## src/bde_pkg.sv

```systemverilog
// Package for the battery drain estimator: widths, reset values, register indexes,
// sequencer states and the divider request/response structs. No dependencies.
`default_nettype none
package bde_pkg;
   localparam int CSR_IDX_W = 3;
   localparam int CSR_DATA_W = 32;
   localparam int DIV_W = 64;
   localparam int DIV_CNT_W = 7;

   localparam logic [CSR_IDX_W-1:0] REG_WIN_AWAKE = 3'd0;
   localparam logic [CSR_IDX_W-1:0] REG_WIN_SLEEP = 3'd1;
   localparam logic [CSR_IDX_W-1:0] REG_ALPHA_AWAKE = 3'd2;
   localparam logic [CSR_IDX_W-1:0] REG_ALPHA_SLEEP = 3'd3;
   localparam logic [CSR_IDX_W-1:0] REG_DRAIN_THR = 3'd4;
   localparam logic [CSR_IDX_W-1:0] REG_ETA_LIMIT = 3'd5;
   localparam logic [CSR_IDX_W-1:0] REG_KNEE = 3'd6;
   localparam logic [CSR_IDX_W-1:0] REG_FULL = 3'd7;

   localparam logic [31:0] RST_WIN_AWAKE = 32'd300000;
   localparam logic [31:0] RST_WIN_SLEEP = 32'd1200000;
   localparam logic [16:0] RST_ALPHA_AWAKE = 17'd22938;
   localparam logic [16:0] RST_ALPHA_SLEEP = 17'd13107;
   localparam logic signed [16:0] RST_DRAIN_THR = -17'sd13;
   localparam logic [15:0] RST_ETA_LIMIT = 16'd10080;
   localparam logic [15:0] RST_KNEE = 16'd20480;
   localparam logic [15:0] RST_FULL = 16'd24064;

   typedef enum logic [3:0] {
      ST_IDLE, ST_PCT_MUL, ST_PCT_DIV, ST_PCT_WAIT, ST_CHG_DIV, ST_CHG_WAIT,
      ST_VLT_DIV, ST_VLT_WAIT, ST_CHG_SMOOTH, ST_VLT_SMOOTH, ST_ETA_DIV,
      ST_ETA_WAIT, ST_DONE
   } state_type;

   typedef struct packed {
      logic start;
      logic [DIV_W-1:0] dividend;
      logic [DIV_W-1:0] divisor;
   } div_req_type;

   typedef struct packed {
      logic busy;
      logic done;
      logic [DIV_W-1:0] quotient;
   } div_rsp_type;
endpackage
`default_nettype wire

```

## src/bde_divider.sv

```systemverilog
// Radix-2 restoring unsigned divider shared by every quotient of the estimator.
// Depends on bde_pkg for widths and request/response structs.
`default_nettype none
module bde_divider (
   input wire logic clock,
   input wire logic reset,
   input wire bde_pkg::div_req_type req,
   output bde_pkg::div_rsp_type rsp
);
   import bde_pkg::*;

   logic [DIV_W-1:0] quo_ff, quo_in, den_ff, den_in;
   logic [DIV_W:0] rem_ff, rem_in, trial;
   logic [DIV_CNT_W-1:0] cnt_ff, cnt_in;
   logic busy_ff, busy_in, done_ff, done_in;

   always_comb begin
      trial = {rem_ff[DIV_W-1:0], quo_ff[DIV_W-1]} - {1'b0, den_ff};
      quo_in = quo_ff;
      rem_in = rem_ff;
      den_in = den_ff;
      cnt_in = cnt_ff;
      busy_in = busy_ff;
      done_in = 1'b0;
      if (req.start) begin
         quo_in = req.dividend;
         den_in = req.divisor;
         rem_in = '0;
         cnt_in = '0;
         busy_in = 1'b1;
      end else if (busy_ff) begin
         if (trial[DIV_W]) begin
            rem_in = {rem_ff[DIV_W-1:0], quo_ff[DIV_W-1]};
            quo_in = {quo_ff[DIV_W-2:0], 1'b0};
         end else begin
            rem_in = trial;
            quo_in = {quo_ff[DIV_W-2:0], 1'b1};
         end
         cnt_in = cnt_ff + 1'b1;
         if (cnt_ff == DIV_CNT_W'(DIV_W - 1)) begin
            busy_in = 1'b0;
            done_in = 1'b1;
         end
      end
   end

   always_ff @(posedge clock) begin
      if (reset) begin
         busy_ff <= 1'b0;
         done_ff <= 1'b0;
         cnt_ff <= '0;
      end else begin
         busy_ff <= busy_in;
         done_ff <= done_in;
         cnt_ff <= cnt_in;
      end
      quo_ff <= quo_in;
      rem_ff <= rem_in;
      den_ff <= den_in;
   end

   assign rsp.busy = busy_ff;
   assign rsp.done = done_ff;
   assign rsp.quotient = quo_ff;

   assert property (@(posedge clock) disable iff (reset) done_ff |-> !busy_ff)
      else $error("divider busy at done");
   assert property (@(posedge clock) disable iff (reset)
      (busy_ff && !req.start) |-> (cnt_ff < DIV_CNT_W'(DIV_W)))
      else $error("divider count overrun");
   assert property (@(posedge clock) disable iff (reset) done_ff |-> $past(busy_ff))
      else $error("done without run");
endmodule
`default_nettype wire

```

## config.mk

```make
export PLATFORM = sky130hd
export DESIGN_NAME = bde_divider
export DESIGN_NICKNAME = d
export VERILOG_FILES = /design/src/bde_pkg.sv /design/src/bde_divider.sv
export SDC_FILE = /design/constraint.sdc
export NUM_CORES = 1
export LEC_CHECK = 0
export CAP_MARGIN = 20
export CORE_MARGIN = 5
export CORE_UTILIZATION = 60
export DETAILED_ROUTE_END_ITERATION = 10
export DONT_BUFFER_PORTS = 1
export PLACE_DENSITY = 0.82
export SLEW_MARGIN = 20
export SYNTH_ARGS = -nofsm -noshare
export SYNTH_HDL_FRONTEND = slang
export SYNTH_SLANG_ARGS = --single-unit
export TNS_END_PERCENT = 1
```

## constraint.sdc

```tcl
create_clock -name clock -period 3.97 [get_ports clock]
set_input_delay 0.5955 -clock clock [delete_from_list [all_inputs] [get_ports clock]]
set_output_delay 0.5955 -clock clock [all_outputs]
set_load 0.02 [all_outputs]
```

==> summary.md <==
| Metric | Value |
|---|---|
| Status | `finished clean` |
| CTS tree | `built` |
| CORE AREA | `19500 um2` |
| Static Leak | `5.15 nW` |
| Worst Setup End Kind | `flip-flop` |
| Post-Layout Cell Count | `1494` |
| Cts-stage hold buffer count | `0` |
| Worst Path Required | `4440 ps` |
| Total Wirelength | `29200 um` |
| Hold crit path type | `primary input to flip-flop` |
| # IOs | `197` |
| Ys flop type | `edfxtp_1` |
| Max-slew headroom | `50.6%` |
| FF+latch count, synth | `201` |
| Distinct cell type count after synthesis | `73` |
| Via density | `6.22` |
| P_int | `4.31 mW` |
| Overflow after GRT | `0` |
| Comb pwr share | `21.4%` |
| Largest net degree at the start of global routing | `185` |
| Cells after DPL | `1452` |
| Ys async rst share | `0%` |
| ANT cells | `0` |
| Max Freq | `272 MHz` |
| Proportion of layout cells with a drive suffix above 1 | `10.7%` |
| Setup Skew | `15.5 ps` |
| DRC Markers | `0` |
| Initial Utilization | `61.1%` |
| Post-synth top area cell | `edfxtp_1` |
| Net Sw Power | `1.89 mW` |
| Post-synth EDFFs | `128` |
| Critical Path AT | `4150 ps` |
| Startpoint types | `flip-flop` |
| GPL Wtd Cong | `0.933` |
| Worst VDD drop | `0.354 mV` |
| CTS Sinks | `201` |
| Initial DRT Pass Iterations | `5` |
| Final Max Tran Viols | `0` |
| CTS Buffer Depth | `3` |
| H-tree depth | `1` |
| Final worst-path cycle share | `92.6%` |
| Clock share of power | `35.7%` |
| Starting DRT DRC Count | `735` |
| Final net count | `1410` |
| Total track usage | `25.4%` |
| Clock Root Buffer | `clkbuf_16` |
| Sequential fraction of the synthesis area | `44.5%` |
| Min Tclk post-route | `3680 ps` |
| Die ar. | `22800 um2` |
| Die Ht | `151 um` |
| Worst Setup Slack, final | `294 ps` |
| Clk Latency, worst-skew pair | `530 ps` |
| Vias in the first global route | `9409` |
| Fin. Hold Viols | `0` |
| Setup_tns | `0 ps` |
| RSZ-0062 raised after global routing | `no` |
| Via count | `9294` |
| Power per cell area | `480 nW/um2` |
| Post-Synthesis Cells | `1241` |
| Tot Pwr | `6.20 mW` |
| Place WS | `96.7 ps` |
| Detail Route Antenna Nets | `0` |
| Netlist Area Pre-Place | `11900 um2` |
| Post-synth net total | `1438` |
| Sequential share of power | `42.9%` |
| Hpwl dp | `21100 um` |
| Least-Margin Pin Slew | `742 ps` |
| Max Cap Viol | `0` |
| PortBufs | `0` |
| Synth top area cells | `edfxtp_1, dfxtp_1, ha_1, mux2_2, nand2_1` |
| First-pass GRT wire length | `47000 um` |
| Initial antenna violation count | `0` |
| CP max FO | `5` |
| Sw Ratio | `30.5%` |
| Clock transition at path regs | `60 ps` |
| WS Path Type | `flip-flop to flip-flop` |
| Share of the synthesized area in the top cell type | `32.2%` |
| Num CTS Buffers | `23` |
| Yosys warns | `0` |
| Cell Rows | `51` |
| Final setup violation count | `0` |
| Die X | `151 um` |
| Layout area overhead | `8.49%` |
| Mean Syn Cell Area | `9.61 um2` |
| DR WL/cell | `19.5 um` |
==> final cells by class <==
type                            instances  area (um2)
Clock buffer                           25         583
Clock inverter                         16         208
Fill cell                            1580        6590
Inverter                               88         330
Multi-Input combinational cell        885        6030
Sequential cell                       201        5310
Tap cell                              265         332
Timing Repair Buffer                   14         141
==> per-stage QoR <==
| stage | area, um2 | hold slack [ps] | util [%] |
|---|---|---|---|
| after floorplan | 11900 | 451 | - |
| after global placement | 12100 | 462 | 62.0 |
| after detailed placement | 12100 | 480 | 62.0 |
| after CTS | 12900 | 136 | 66.1 |
| after global routing | 12900 | 137 | 66.2 |
| final | 12900 | 151 | 66.2 |
==> logic make-up (layout without fill, tap and decap cells) <==
kind of cell             count (synthesis)  in the layout  synth area share, %
AO/OA/AOI/OAI                          309            309                 17.4
XOR/XNOR                                61             61                 4.48
adder cells (fa/ha/maj)                 66             66                 6.99
buffers and inverters                  155            143                 5.17
flip-flops                             201            201                 44.5
multiplexers                            74             74                 6.87
AND/OR/NAND/NOR                        375            375                 14.6
==> power groups by stage <==
| stage | clock [mW] | combinational (mW) | sequential (mW) |
|---|---|---|---|
| after CTS | 2.25 | 1.30 | 2.66 |
| final | 2.21 | 1.33 | 2.66 |
| after global routing | 2.34 | 1.47 | 2.68 |
| after global placement | 0 | 1.25 | 2.70 |
| after detailed placement | 0 | 1.29 | 2.70 |
| after floorplan | 0 | 1.05 | 2.64 |
==> worst max-delay path: stages (launching register included) <==
cell and delay [ps]:
edfxtp_1 350, inv_1 50, ha_1 210, fa_1 400, nand2b_1 180, a21o_1 200
a211oi_1 320, o21ai_1 200, o41a_1 500, o21ai_1 270, o31ai_1 130, buf_4 180
nor4bb_1 130, nor4_1 270, o221a_2 230
==> state kept, by name, indices dropped and copies added (netlist names) <==
register	cells
cnt_ff	7
busy_ff	1
quo_ff	64
done_ff	1
rem_ff	64
den_ff	64
==> metal layers <==
| layer | wire length (um) | part of all wire, % | GRT usage, % | vias to the layer above |
|---|---|---|---|---|
| met5 | 0 | 0 | 0 | - |
| met4 | 952 | 3.3 | 9.16 | 0 |
| li1 | - | - | - | 4453 |
| met3 | 2770 | 9.5 | 7.90 | 75 |
| met1 | 11300 | 39 | 30.2 | 4328 |
| met2 | 14200 | 49 | 43.4 | 438 |
==> Yosys cell counts (12+ instances only) <==
cell type  count
xor2_1        26
xnor2_1       35
nand2_1      163
a21o_1        26
nor3_1        12
clkbuf_1      49
mux2_2        63
nor2_1        88
a21oi_1       90
o21bai_1      20
nand3_1       25
o21ai_0       57
ha_1          65
a311oi_1      41
nand4_1       22
inv_1         88
dfxtp_1       73
buf_2         12
edfxtp_1     128
==> cells in the final DEF (no fill, tap or decap), types with 33 or more instances in the layout <==
cell      instances
dfxtp_1          72
mux2_2           63
nand2_1         162
o21ai_0          57
a21oi_1          90
inv_1            87
a311oi_1         41
nor2_1           88
xnor2_1          33
edfxtp_1        128
ha_1             65
==> worst paths after layout <==
path | startpoint | endpoint | slack (ps) | cells past startpoint
setup / recovery | quo_ff[63]$_DFFE_PP_ | rem_ff[62]$_SDFFE_PP0P_ | 290 | 14
hold / removal | reset | busy_ff$_SDFF_PP0_ | 150 | 1
setup reg to reg | quo_ff[63]$_DFFE_PP_ | rem_ff[62]$_SDFFE_PP0P_ | 290 | 14
hold reg to reg | rem_ff[17]$_SDFFE_PP0P_ | rem_ff[17]$_SDFFE_PP0P_ | 490 | 2
==> what timing repair did <==
item                                    CTS  global route
endpoints found under the setup margin    0            50
hold endpoints to repair                  0             0
gates resized for setup                   0             6
buffers inserted                          0             1
No activity file was read; power rests on OpenSTA's default activity.
